===== config.mk =====
export PLATFORM = sky130hd
export DESIGN_NAME = linear_interp_resampler_core
export DESIGN_NICKNAME = d
export VERILOG_FILES = /design/src/rtl/lir_pkg.sv /design/src/rtl/lir_front.sv /design/src/rtl/lir_queue.sv /design/src/rtl/lir_back.sv /design/src/rtl/linear_interp_resampler_core.sv
export SDC_FILE = /design/constraint.sdc
export NUM_CORES = 1
export LEC_CHECK = 0
export BUFFER_PORTS_ARGS = -buffer_cell sky130_fd_sc_hd__buf_2
export CORE_MARGIN = 2
export CORE_UTILIZATION = 58
export CTS_CLUSTER_SIZE = 16
export DETAILED_ROUTE_END_ITERATION = 10
export PLACE_DENSITY = 0.88
export SETUP_SLACK_MARGIN = 0.1
export SYNTH_ARGS = -nofsm -noshare
export SYNTH_HDL_FRONTEND = slang
export SYNTH_HIERARCHICAL = 1
export SYNTH_SLANG_ARGS = --single-unit

===== constraint.sdc =====
create_clock -name clock -period 5.65 [get_ports clock]
set_clock_uncertainty 0.05 [all_clocks]
set_input_delay 1.13 -clock clock [delete_from_list [all_inputs] [get_ports clock]]
set_output_delay 1.13 -clock clock [all_outputs]
set_load 0.05 [all_outputs]

===== src/rtl/lir_pkg.sv =====
// Shared types and constants for the linear interpolation resampler.
package lir_pkg;

   localparam int SAMPLE_W = 16;
   localparam int FRAC_W   = 16;
   localparam int POS_W    = FRAC_W + 5;
   localparam int PROD_W   = 2 * SAMPLE_W + 2;

   localparam logic [POS_W-1:0] ONE_POS    = POS_W'(1) << FRAC_W;
   localparam logic [POS_W-1:0] STEP_MIN   = POS_W'(1) << (FRAC_W - 4);
   localparam logic [POS_W-1:0] STEP_MAX   = POS_W'(1) << (FRAC_W + 4);
   localparam logic [POS_W-1:0] STEP_RESET = ONE_POS;

   typedef struct packed {
      logic signed [SAMPLE_W-1:0] sample;
      logic                       is_last;
   } req_type;

   typedef struct packed {
      logic signed [SAMPLE_W-1:0] out_sample;
      logic                       has_sample;
      logic                       out_last;
   } rsp_type;

   // One interval to work through: previous and current sample.
   typedef struct packed {
      logic signed [SAMPLE_W-1:0] prev;
      logic signed [SAMPLE_W-1:0] cur;
      logic                       has_prev;
      logic                       is_last;
   } entry_type;

   typedef struct packed {
      logic      valid;
      entry_type entry;
   } queue_wr_type;

   typedef struct packed {
      logic      valid;
      entry_type entry;
   } queue_rd_type;

   typedef enum logic [1:0] {
      ST_IDLE,
      ST_INTERP,
      ST_HOLD
   } back_state_type;

endpackage


===== src/rtl/lir_front.sv =====
// Front end: takes input beats, pairs each with the previous sample and queues it.
module lir_front
   import lir_pkg::*;
(
   input  logic         clock,
   input  logic         reset,
   input  logic         req_valid,
   output logic         req_stall,
   input  req_type      req_data,
   input  logic         q_full,
   output queue_wr_type q_wr
);

   logic signed [SAMPLE_W-1:0] prev_ff;
   logic signed [SAMPLE_W-1:0] prev_in;
   logic                       have_prev_ff;
   logic                       have_prev_in;
   logic                       accept;

   assign req_stall = q_full;
   assign accept    = req_valid && !q_full;

   always_comb begin
      prev_in      = prev_ff;
      have_prev_in = have_prev_ff;
      if (accept) begin
         prev_in      = req_data.sample;
         have_prev_in = !req_data.is_last;
      end
   end

   always_ff @(posedge clock) begin
      if (reset) begin
         have_prev_ff <= 1'b0;
      end else begin
         have_prev_ff <= have_prev_in;
      end
      prev_ff <= prev_in;
   end

   assign q_wr.valid          = accept;
   assign q_wr.entry.prev     = prev_ff;
   assign q_wr.entry.cur      = req_data.sample;
   assign q_wr.entry.has_prev = have_prev_ff;
   assign q_wr.entry.is_last  = req_data.is_last;

endmodule


===== src/rtl/lir_queue.sv =====
// Short queue of intervals between the front and back ends.
module lir_queue
   import lir_pkg::*;
#(
   parameter int DEPTH = 4
) (
   input  logic         clock,
   input  logic         reset,
   input  queue_wr_type q_wr,
   input  logic         q_pop,
   output logic         q_full,
   output queue_rd_type q_rd
);

   localparam int PTR_W = (DEPTH > 1) ? $clog2(DEPTH) : 1;
   localparam int CNT_W = $clog2(DEPTH + 1);

   entry_type              mem_ff [DEPTH];
   logic      [PTR_W-1:0]  wr_ptr_ff;
   logic      [PTR_W-1:0]  wr_ptr_in;
   logic      [PTR_W-1:0]  rd_ptr_ff;
   logic      [PTR_W-1:0]  rd_ptr_in;
   logic      [CNT_W-1:0]  count_ff;
   logic      [CNT_W-1:0]  count_in;
   logic                   push;
   logic                   pop;

   assign q_full = (count_ff == CNT_W'(DEPTH));
   assign push   = q_wr.valid && !q_full;
   assign pop    = q_pop && (count_ff != '0);

   always_comb begin
      wr_ptr_in = wr_ptr_ff;
      rd_ptr_in = rd_ptr_ff;
      count_in  = count_ff;
      if (push) begin
         wr_ptr_in = (wr_ptr_ff == PTR_W'(DEPTH - 1)) ? '0 : wr_ptr_ff + PTR_W'(1);
      end
      if (pop) begin
         rd_ptr_in = (rd_ptr_ff == PTR_W'(DEPTH - 1)) ? '0 : rd_ptr_ff + PTR_W'(1);
      end
      if (push && !pop) begin
         count_in = count_ff + CNT_W'(1);
      end else if (pop && !push) begin
         count_in = count_ff - CNT_W'(1);
      end
   end

   always_ff @(posedge clock) begin
      if (reset) begin
         wr_ptr_ff <= '0;
         rd_ptr_ff <= '0;
         count_ff  <= '0;
      end else begin
         wr_ptr_ff <= wr_ptr_in;
         rd_ptr_ff <= rd_ptr_in;
         count_ff  <= count_in;
      end
   end

   always_ff @(posedge clock) begin
      if (push) begin
         mem_ff[wr_ptr_ff] <= q_wr.entry;
      end
   end

   assign q_rd.valid = (count_ff != '0);
   assign q_rd.entry = mem_ff[rd_ptr_ff];

endmodule


===== src/rtl/lir_back.sv =====
// Back end: steps output positions through each interval and interpolates.
module lir_back
   import lir_pkg::*;
(
   input  logic                clock,
   input  logic                reset,
   input  logic                csr_valid,
   input  logic [POS_W-1:0]    csr_data,
   input  queue_rd_type        q_rd,
   output logic                q_pop,
   output logic                rsp_valid,
   input  logic                rsp_stall,
   output rsp_type             rsp_data
);

   back_state_type             st_ff;
   back_state_type             st_in;
   logic [POS_W-1:0]           pos_ff;
   logic [POS_W-1:0]           pos_in;
   logic [POS_W-1:0]           pos_step;
   logic [POS_W-1:0]           step_ff;
   entry_type                  ent_ff;
   entry_type                  ent_in;
   logic                       any_ff;
   logic                       any_in;
   logic                       in_range;

   logic                       issue;
   logic signed [SAMPLE_W-1:0] iss_a;
   logic signed [SAMPLE_W:0]   iss_diff;
   logic [FRAC_W-1:0]          iss_frac;
   logic                       iss_has;
   logic                       iss_last;

   logic                       s1_valid_ff;
   logic signed [SAMPLE_W-1:0] s1_a_ff;
   logic signed [SAMPLE_W:0]   s1_diff_ff;
   logic [FRAC_W-1:0]          s1_frac_ff;
   logic                       s1_has_ff;
   logic                       s1_last_ff;

   logic                       s2_valid_ff;
   logic signed [SAMPLE_W-1:0] s2_a_ff;
   logic signed [PROD_W-1:0]   s2_prod_ff;
   logic                       s2_has_ff;
   logic                       s2_last_ff;

   logic                       rsp_valid_ff;
   rsp_type                    rsp_data_ff;

   logic                       out_free;
   logic                       s2_free;
   logic                       s1_free;
   logic signed [PROD_W-1:0]   prod;
   logic signed [PROD_W-1:0]   shifted;
   logic signed [PROD_W-1:0]   sum;

   // step register, clamped on write
   always_ff @(posedge clock) begin
      if (reset) begin
         step_ff <= STEP_RESET;
      end else if (csr_valid) begin
         if (csr_data < STEP_MIN) begin
            step_ff <= STEP_MIN;
         end else if (csr_data > STEP_MAX) begin
            step_ff <= STEP_MAX;
         end else begin
            step_ff <= csr_data;
         end
      end
   end

   assign out_free = !rsp_valid_ff || !rsp_stall;
   assign s2_free  = !s2_valid_ff || out_free;
   assign s1_free  = !s1_valid_ff || s2_free;

   assign in_range = (pos_ff < ONE_POS);
   assign pos_step = pos_ff + step_ff;

   always_comb begin
      st_in    = st_ff;
      pos_in   = pos_ff;
      ent_in   = ent_ff;
      any_in   = any_ff;
      q_pop    = 1'b0;
      issue    = 1'b0;
      iss_a    = ent_ff.cur;
      iss_diff = '0;
      iss_frac = pos_ff[FRAC_W-1:0];
      iss_has  = 1'b1;
      iss_last = 1'b0;
      case (st_ff)
         ST_IDLE: begin
            if (q_rd.valid) begin
               q_pop  = 1'b1;
               ent_in = q_rd.entry;
               any_in = 1'b0;
               if (q_rd.entry.has_prev) begin
                  st_in = ST_INTERP;
               end else if (q_rd.entry.is_last) begin
                  st_in = ST_HOLD;
               end
            end
         end
         ST_INTERP: begin
            if (in_range) begin
               if (s1_free) begin
                  issue    = 1'b1;
                  iss_a    = ent_ff.prev;
                  iss_diff = (SAMPLE_W + 1)'(ent_ff.cur) - (SAMPLE_W + 1)'(ent_ff.prev);
                  pos_in   = pos_step;
               end
            end else begin
               pos_in = pos_ff - ONE_POS;
               st_in  = ent_ff.is_last ? ST_HOLD : ST_IDLE;
            end
         end
         ST_HOLD: begin
            // held final interval: every result with has_sample set is the last sample itself
            if (in_range) begin
               if (s1_free) begin
                  issue    = 1'b1;
                  iss_last = (pos_step >= ONE_POS);
                  any_in   = 1'b1;
                  pos_in   = pos_step;
               end
            end else if (any_ff) begin
               pos_in = '0;
               st_in  = ST_IDLE;
            end else if (s1_free) begin
               issue    = 1'b1;
               iss_a    = '0;
               iss_has  = 1'b0;
               iss_last = 1'b1;
               pos_in   = '0;
               st_in    = ST_IDLE;
            end
         end
         default: begin
            st_in = ST_IDLE;
         end
      endcase
   end

   always_ff @(posedge clock) begin
      if (reset) begin
         st_ff  <= ST_IDLE;
         pos_ff <= '0;
         any_ff <= 1'b0;
      end else begin
         st_ff  <= st_in;
         pos_ff <= pos_in;
         any_ff <= any_in;
      end
      ent_ff <= ent_in;
   end

   // operand, product and output stages
   assign prod    = PROD_W'(s1_diff_ff) * PROD_W'($signed({1'b0, s1_frac_ff}));
   assign shifted = s2_prod_ff >>> FRAC_W;
   assign sum     = PROD_W'(s2_a_ff) + shifted;

   always_ff @(posedge clock) begin
      if (reset) begin
         s1_valid_ff  <= 1'b0;
         s2_valid_ff  <= 1'b0;
         rsp_valid_ff <= 1'b0;
      end else begin
         if (s1_free) begin
            s1_valid_ff <= issue;
         end
         if (s2_free) begin
            s2_valid_ff <= s1_valid_ff;
         end
         if (out_free) begin
            rsp_valid_ff <= s2_valid_ff;
         end
      end
   end

   always_ff @(posedge clock) begin
      if (s1_free) begin
         s1_a_ff    <= iss_a;
         s1_diff_ff <= iss_diff;
         s1_frac_ff <= iss_frac;
         s1_has_ff  <= iss_has;
         s1_last_ff <= iss_last;
      end
      if (s2_free) begin
         s2_a_ff    <= s1_a_ff;
         s2_prod_ff <= prod;
         s2_has_ff  <= s1_has_ff;
         s2_last_ff <= s1_last_ff;
      end
      if (out_free) begin
         rsp_data_ff.out_sample <= sum[SAMPLE_W-1:0];
         rsp_data_ff.has_sample <= s2_has_ff;
         rsp_data_ff.out_last   <= s2_last_ff;
      end
   end

   assign rsp_valid = rsp_valid_ff;
   assign rsp_data  = rsp_data_ff;

`ifndef SYNTHESIS
   a_idle_pos: assert property (@(posedge clock) disable iff (reset)
      (st_ff == ST_IDLE) |-> (pos_ff < STEP_MAX))
      else $error("position left out of range between intervals");

   a_block_start: assert property (@(posedge clock) disable iff (reset)
      (st_ff == ST_IDLE && q_pop && !q_rd.entry.has_prev) |-> (pos_ff == '0))
      else $error("new block started with a stale position");

   a_marker_last: assert property (@(posedge clock) disable iff (reset)
      (rsp_valid_ff && !rsp_data_ff.has_sample) |-> rsp_data_ff.out_last)
      else $error("empty result beat not marked last");

   a_s1_hold: assert property (@(posedge clock) disable iff (reset)
      (s1_valid_ff && !s2_free) |=> (s1_valid_ff && $stable(s1_diff_ff)
                                     && $stable(s1_a_ff)))
      else $error("operand stage lost a beat under stall");
`endif

endmodule


===== src/rtl/linear_interp_resampler_core.sv =====
// Top level of the linear interpolation sample rate converter.
//
// Each req_ beat carries one Q1.15 sample; the beat closing an interval yields
// the results whose positions fall in it, one result per cycle while the output
// is not stalled, and a last beat also flushes the held final interval (a single
// empty beat with has_sample low if nothing falls there). The back-end position
// sequencer takes each beat from the queue, issues one result per position in
// each interval it works through and then closes that interval. Results pass
// from issue through an operand, a product and an output register. The front end
// keeps taking beats into a QUEUE_DEPTH entry queue while the back end works,
// stalling only when the queue is full. The step register (unsigned Q5.16) is
// clamped to 1/16..16 when written; csr_ready is always high and writes belong
// between blocks or while idle.
module linear_interp_resampler_core
   import lir_pkg::*;
#(
   parameter int QUEUE_DEPTH = 4
) (
   input  logic             clock,
   input  logic             reset,
   input  logic             req_valid,
   output logic             req_stall,
   input  req_type          req_data,
   output logic             rsp_valid,
   input  logic             rsp_stall,
   output rsp_type          rsp_data,
   input  logic             csr_valid,
   output logic             csr_ready,
   input  logic [POS_W-1:0] csr_data
);

   queue_wr_type q_wr;
   queue_rd_type q_rd;
   logic         q_full;
   logic         q_pop;

   assign csr_ready = 1'b1;

   lir_front u_front (
      .clock     (clock),
      .reset     (reset),
      .req_valid (req_valid),
      .req_stall (req_stall),
      .req_data  (req_data),
      .q_full    (q_full),
      .q_wr      (q_wr)
   );

   lir_queue #(
      .DEPTH (QUEUE_DEPTH)
   ) u_queue (
      .clock  (clock),
      .reset  (reset),
      .q_wr   (q_wr),
      .q_pop  (q_pop),
      .q_full (q_full),
      .q_rd   (q_rd)
   );

   lir_back u_back (
      .clock     (clock),
      .reset     (reset),
      .csr_valid (csr_valid && csr_ready),
      .csr_data  (csr_data),
      .q_rd      (q_rd),
      .q_pop     (q_pop),
      .rsp_valid (rsp_valid),
      .rsp_stall (rsp_stall),
      .rsp_data  (rsp_data)
   );

endmodule

==> run_results.csv, run 1 <==
group,metric,value,unit
die,die_w,209,um
placed_design,dp_slack,-0.522,ns
synth,synth-edff-count,288,
clock_network,clockBufferDepth,3,
layout,fillers,2812,
layout,regArea,9810,um^2
worst_setup_path,reg2regPathDepth,21,
synth,ys_seq_elements,346,
timing,finalSetupViolCount,13,
global_route,grt_max_degree,58,
worst_hold_path,hold_end,"u_back/s2_last_ff",
worst_setup_path,slowest_stage,"fa_1",
timing,slew_viol_final,0,
global_route,grt_overflow,0,
layout,syn2layout_area_growth,14.4,%
timing,rsz0062_at_grt,"true",
synth,synth_warnings,6,
synth,syn_inst,2094,
pwr,power_density,324,nW/um^2
synth,ys_async_sr_fraction,0,
clock_network,cts_tree,"built",
clock_network,cts.sinks,346,
global_route,grt_pass1_wl,90.3,mm
layout,antenna_cells,0,
placed_design,dp_hpwl,41.2,mm
layout,fin_util,0.668,
die,initial_core_util,0.584,
worst_setup_path,crit_required,5.87,ns
timing,relSlewSlack,0.299,
detailed_routing,wl_per_cell,19.7,um
detailed_routing,drc,0,
synth,ys_types,68,
synth,post_synth.cell_area_avg,11.6,um^2
detailed_routing,postRouteAntennaNets,0,
worst_setup_path,crit_top_cell,"fa_1",
global_route,antenna_found_initial,2,
timing,hold_violations,0,
worst_setup_path,cp-start-kind,"register",
worst_hold_path,min_from,"u_back/s1_last_ff",
clock_network,clk_pin_slew,0.06,ns
global_route,grt_pass1_vias,17704,
clock_network,root_buffer,"clkbuf_16",
synth,synth_flop_cell,"edfxtp_1",
synth,syn-cell-area,24300,um^2
clock_network,cts_made_buffers,34,
die,io_pins,64,
detailed_routing,drt-initial-drc-count,1083,
worst_setup_path,worstReg2RegEnd,"u_back/s2_prod_ff[30]",
synth,seq_area_frac_synth,0.403,
die,die_area,43600,um^2
worst_setup_path,slowest_delay,0.55,ns
synth,syn_nets,2547,
layout,drive_gt1_frac,0.188,
detailed_routing,wirelength,56.0,mm
worst_setup_path,critPathKind,"reg -> reg",
timing,worstMarginPinSlew,1.05,ns
worst_hold_path,hold_depth,0,
detailed_routing,via_per_inst,5.64,
worst_setup_path,reg2reg_slack,-0.49,ns
timing,fmax,163,MHz
detailed_routing,first_pass_iters,5,
worst_setup_path,path_max_fanout,4,
timing,min_period,6.14,ns
clock_network,hold_buffers,0,
status,status,"finished, violations left",
layout,final_common_cell,"inv_1",
detailed_routing,vias,16046,
flow_run,maxCapViolations,0,
worst_setup_path,crit_chain,"buf_4 -> buf_4 -> nand2_1 -> fa_1 -> inv_1 -> fa_1 -> fa_1 -> fa_1 -> fa_1 -> inv_1 -> fa_1 -> inv_1 -> ha_4 -> and3_4 -> a221o_1 -> a21oi_4 -> o2111ai_4 -> nand2_1 -> o2111ai_2 -> buf_4 -> xor2_1",
worst_setup_path,cp-end-kind,"register",
layout,fin_nets,2732,
status,violations,"setup timing",
clock_network,h-tree-depth,2,
timing,setup_ws,-0.492,ns
die,core-area,41700,um^2
worst_setup_path,worstPathArrival,6.36,ns
layout,final_cell_mix,"inv_1, edfxtp_1, fa_1",
worst_setup_path,r2r_start,"u_back/s1_diff_ff[8]",
worst_setup_path,crit_start,"u_back/s1_diff_ff[8]",
clock_network,clock_latency,0.54,ns
die,die_h,209,um
placed_design,gp_congestion,0.945,
placed_design,io_buffers,62,
pwr,power_leakage,0.0125,uW
timing,setup_tns,-3.93,ns
timing,fin_crit_sh,1.09,
global_route,track_usage,0.264,
pwr,peakVddDrop,0.352,mV
worst_hold_path,hold_path_class,"reg -> reg",
layout,multi_input_area,13200,um^2
die,rows,75,
-- timing repair --
item / in CTS / in global routing
endpoints found under the setup margin: 16 / 16
pin swaps: 67 / 38
gates resized for setup: 52 / 35
gates cloned: 0 / 0
setup buffers: 20 / 13
-- where the power goes --
part | internal [uW] | switching, uW | total (uW)
registers | 3480 | 313 | 3790
clock network | 1190 | 973 | 2170
logic | 1160 | 1900 | 3060
total | 5830 | 3190 | 9020
-- final cells by class --
type / instances / share of cell area
well taps: 539 / 0.0242
clock inverters: 15 / 0.00477
inverters: 367 / 0.0503
repair buffers: 234 / 0.0614
flip-flops and latches: 346 / 0.353
clock buffers: 47 / 0.0327
multi-input cells: 1296 / 0.474
-- worst max path at each step --
stage / endpoint / slack [ns] / cells past startpoint
after floorplan: u_back/s2_prod_ff[29] / 0.002 / 22
after global placement: u_back/s2_prod_ff[29] / -0.33 / 20
after detailed placement: u_back/s2_prod_ff[31] / -0.52 / 20
after CTS: u_back/s2_prod_ff[30] / -0.38 / 21
after global routing: u_back/s2_prod_ff[30] / -0.59 / 21
final: u_back/s2_prod_ff[30] / -0.49 / 21
-- stage by stage --
| stage | hold WS, ns | total power [uW] | area (um^2) | std cells |
|---|---|---|---|---|
| 2_1_floorplan | 0.350 | 5840 | 24600 | 2094 |
| 3_3_place_gp | 0.352 | 6570 | 26200 | 2751 |
| 3_5_place_dp | 0.355 | 6750 | 26200 | 2751 |
| 4_1_cts | 0.367 | 8980 | 27600 | 2832 |
| 5_1_grt | 0.370 | 9440 | 27800 | 2844 |
| 6_report | 0.368 | 9020 | 27800 | 2844 |
-- critical path, delay by kind of cell, from the launching register on --
kind | cells | cell delay [ns]
buffers and inverters | 6 | 0.64
adder cells (fa/ha/maj) | 7 | 3.31
AND/OR/NAND/NOR | 3 | 0.42
flip-flops | 1 | 0.40
AO/OA/AOI/OAI | 4 | 0.93
XOR/XNOR | 1 | 0.13
-- cells by family after synthesis --
group / Yosys count / share of synthesized area
xor+xnor: 70 / 0.0252
compound gates: 223 / 0.0600
fa+ha+maj: 410 / 0.294
simple gates: 552 / 0.108
flops: 346 / 0.403
mux: 40 / 0.0342
other cells: 1 / 0.000154
buf+inv: 452 / 0.0752
-- registers in the layout, indices dropped and copies added (netlist names), 2 cells and up, named ones only --
name,flops
u_queue/mem_ff,136
u_back/ent_ff,33
u_back/pos_ff,21
u_back/step_ff,21
u_back/rsp_data,18
u_back/s1_diff_ff,17
u_back/s1_a_ff,16
u_back/s1_frac_ff,16
u_back/s2_a_ff,16
u_back/s2_prod_ff,16
u_front/prev_ff,16
u_queue/count_ff,3
u_back/st_ff,2
u_queue/rd_ptr_ff,2
u_queue/wr_ptr_ff,2
-- Yosys cell counts (7+ instances only) --
cell type / instances / area share
o21ai_0: 30 / 0.0062
xnor2_1: 49 / 0.018
mux4_2: 34 / 0.031
xor2_1: 21 / 0.0076
edfxtp_1: 288 / 0.36
inv_1: 365 / 0.056
dfxtp_1: 58 / 0.048
buf_4: 21 / 0.0065
ha_1: 141 / 0.073
nor2b_1: 9 / 0.0023
nand2b_1: 14 / 0.0036
nor3_1: 42 / 0.0086
a211oi_1: 8 / 0.0025
fa_1: 269 / 0.22
o21a_1: 8 / 0.0025
nor2_1: 119 / 0.018
nand3_1: 14 / 0.0029
clkbuf_1: 55 / 0.0085
and2_1: 126 / 0.032
a21o_1: 19 / 0.0059
a22oi_1: 28 / 0.0086
nand2_1: 190 / 0.029
and3_1: 15 / 0.0039
a21oi_1: 75 / 0.015
a21boi_0: 7 / 0.0022
-- metal layers --
layer	track usage	wire [um]	vias to the layer above
li1	-	-	7220
met1	0.309	20500	8029
met2	0.484	29700	592
met3	0.0311	2860	201
met4	0.127	3060	4
met5	0	27	-
No activity file was read; power rests on OpenSTA's default activity.
==> run 2: changes to the inputs <==
- SYNTH_HIERARCHICAL: 1 -> not set
==> run_results.csv, run 2 <==
group,metric,value,unit
global_route,grt_pass1_vias,17033,
timing,finalSetupViolCount,14,
synth,post_synth.cell_area_avg,11.7,um^2
layout,final_common_cell,"inv_1",
detailed_routing,wl_per_cell,18.5,um
synth,synth_warnings,0,
pwr,power_leakage,0.0123,uW
timing,relSlewSlack,0.199,
synth,yosysMostFrequentCell,"inv_1",
synth,netlist_top_cells_count,"inv_1, edfxtp_1, fa_1, nand2_1, ha_1",
global_route,grt_overflow,0,
worst_setup_path,slowest_stage,"fa_1",
status,status,"finished, violations left",
layout,final_cell_mix,"inv_1, edfxtp_1, fa_1",
clock_network,root_buffer,"clkbuf_16",
layout,regMostFlops,"u_queue.mem_ff",
pwr,power_density,336,nW/um^2
clock_network,h-tree-depth,2,
synth,syn_inst,2074,
detailed_routing,vias,15808,
timing,fin_crit_sh,1.12,
detailed_routing,drt-initial-drc-count,989,
synth,synth_top_area_frac,0.358,
clock_network,cts_tree,"built",
timing,hold_violations,0,
die,core-area,41000,um^2
clock_network,cts_made_buffers,37,
timing,worstMarginPinSlew,1.20,ns
worst_setup_path,critPathKind,"reg -> reg",
synth,syn_nets,2527,
timing,rsz0062_at_grt,"true",
worst_setup_path,worstPathArrival,6.59,ns
detailed_routing,drc,0,
worst_setup_path,crit_chain,"and2_1 -> fa_1 -> inv_2 -> fa_1 -> fa_1 -> fa_1 -> fa_1 -> fa_1 -> inv_1 -> ha_2 -> or3_1 -> a211o_1 -> a211o_1 -> nand2_4 -> o21ai_4 -> a32o_2 -> or4_4 -> a31oi_4 -> xnor2_1",
detailed_routing,first_pass_iters,5,
timing,setup_ws,-0.675,ns
timing,min_period,6.32,ns
worst_setup_path,crit_top_cell,"fa_1",
placed_design,io_buffers,62,
worst_setup_path,reg2reg_slack,-0.67,ns
worst_setup_path,reg2regPathDepth,19,
synth,seq_area_frac_synth,0.406,
worst_setup_path,slowest_delay,0.56,ns
synth,ys_async_sr_fraction,0,
layout,largest_register_ffs,136,
timing,fmax,158,MHz
clock_network,hold_buffers,0,
layout,reg.largest.list,"u_queue.mem_ff x136, u_back.ent_ff x33",
timing,holdWs,0.364,ns
die,initial_core_util,0.589,
worst_setup_path,cp-end-kind,"register",
global_route,antenna_found_initial,0,
synth,ys_types,70,
die,die_area,43300,um^2
die,rows,74,
placed_design,dp_slack,-0.881,ns
die,die_h,208,um
synth,synth_flop_cell,"edfxtp_1",
synth,yosys.area.top_type,"edfxtp_1",
worst_setup_path,cp-start-kind,"register",
flow_run,maxCapViolations,0,
synth,ys_seq_elements,346,
layout,drive_gt1_frac,0.160,
worst_hold_path,hold_depth,0,
synth,synth-edff-count,288,
detailed_routing,postRouteAntennaNets,0,
status,violations,"setup timing",
die,die_w,208,um
pwr,power,9280,uW
die,io_pins,64,
worst_hold_path,hold_path_class,"reg -> reg",
synth,synth.area.top_cells,"edfxtp_1, fa_1, ha_1",
pwr,peakVddDrop,0.413,mV
worst_setup_path,crit_required,5.92,ns
layout,antenna_cells,0,
global_route,grt_pass1_wl,86.6,mm
detailed_routing,wirelength,52.5,mm
layout,syn2layout_area_growth,14.3,%
worst_setup_path,path_max_fanout,5,
clock_network,clk_pin_slew,0.06,ns
timing,slew_viol_final,0,
placed_design,gp_congestion,0.945,
synth,syn-cell-area,24200,um^2
clock_network,clockBufferDepth,3,
placed_design,dp_hpwl,39.5,mm
clock_network,clock_latency,0.56,ns
global_route,grt_max_degree,54,
global_route,track_usage,0.253,
layout,fin_nets,2726,
detailed_routing,via_per_inst,5.58,
clock_network,cts.sinks,346,
==> run 2: cell count changes in the layout (fill, tap and decap cells not counted), moves of 7 or more <==
cell      previous run  this run
inv_2               16         4
inv_1              348       358
ha_1               122       135
ha_4                15         4
clkbuf_1            12         5
xnor2_1             47        54
buf_6               16         6
and3_1              12         5
and2_4              18         9
clkinv_1             3        10
==> run 2: worst max-delay path: cells and delay by family, from the launching register on <==
family	cells	cell delay (ns)
xor gates and xnor gates	1	0.07
DFF	1	0.48
AOI/OAI and AO/OA	5	1.09
adders and majority gates	7	3.18
buffers and inverters	2	0.09
and+or+nand+nor	4	1.12
==> run 2: logic make-up (layout without fill, tap and decap cells) <==
logic type,Yosys count,after routing,share of synthesized area
simple gates,550,550,0.108
buf+inv,429,655,0.0668
fa+ha+maj,410,410,0.296
flops,346,346,0.406
compound gates,224,224,0.0616
xor+xnor,69,69,0.0250
mux,45,45,0.0362
other cells,1,1,0.000155
==> run 2: power by group <==
group | internal, uW | switching, uW
Combinational | 1140 | 1880
Sequential | 3470 | 348
Clock | 1410 | 1030
==> run 2: path summary, 6_finish.rpt <==
kind | start | endpoint
worst max register to register | u_back.s1_frac_ff[2] | u_back.s2_prod_ff[31]
worst min register to register | u_back.s1_a_ff[8] | u_back.s2_a_ff[8]
worst min-delay path | u_back.s1_a_ff[8] | u_back.s2_a_ff[8]
worst max-delay path | u_back.s1_frac_ff[2] | u_back.s2_prod_ff[31]
==> run 2: metal layers <==
metal	GRT usage	vias up	wire (um)
li1	-	7233	-
met5	0	-	0
met4	0.0866	0	1710
met3	0.0405	110	2820
met1	0.305	8005	20400
met2	0.464	460	27600
==> run 2: per-stage QoR <==
stage	TNS, ns	instances	area (um^2)	utilization
floorplan	-1.51	2074	24300	-
global placement	-4.29	2741	26000	0.635
detailed placement	-5.57	2741	26000	0.635
CTS	-4.26	2825	27500	0.671
global route	-8.08	2832	27600	0.673
finish	-4.93	2832	27600	0.673
==> run 2: final cells by class <==
| class | count | area (um^2) |
|---|---|---|
| Sequential cell | 346 | 9810 |
| Timing Repair Buffer | 227 | 1620 |
| Clock inverter | 24 | 287 |
| Clock buffer | 42 | 945 |
| Fill cell | 2773 | 13400 |
| Tap cell | 532 | 666 |
| Multi-Input combinational cell | 1299 | 12900 |
| Inverter | 362 | 1360 |
==> run 2: repair_timing <==
action	in CTS	in global routing
setup endpoints to repair	14	16
pin swaps	17	6
resized for setup	35	6
buffers inserted	18	7
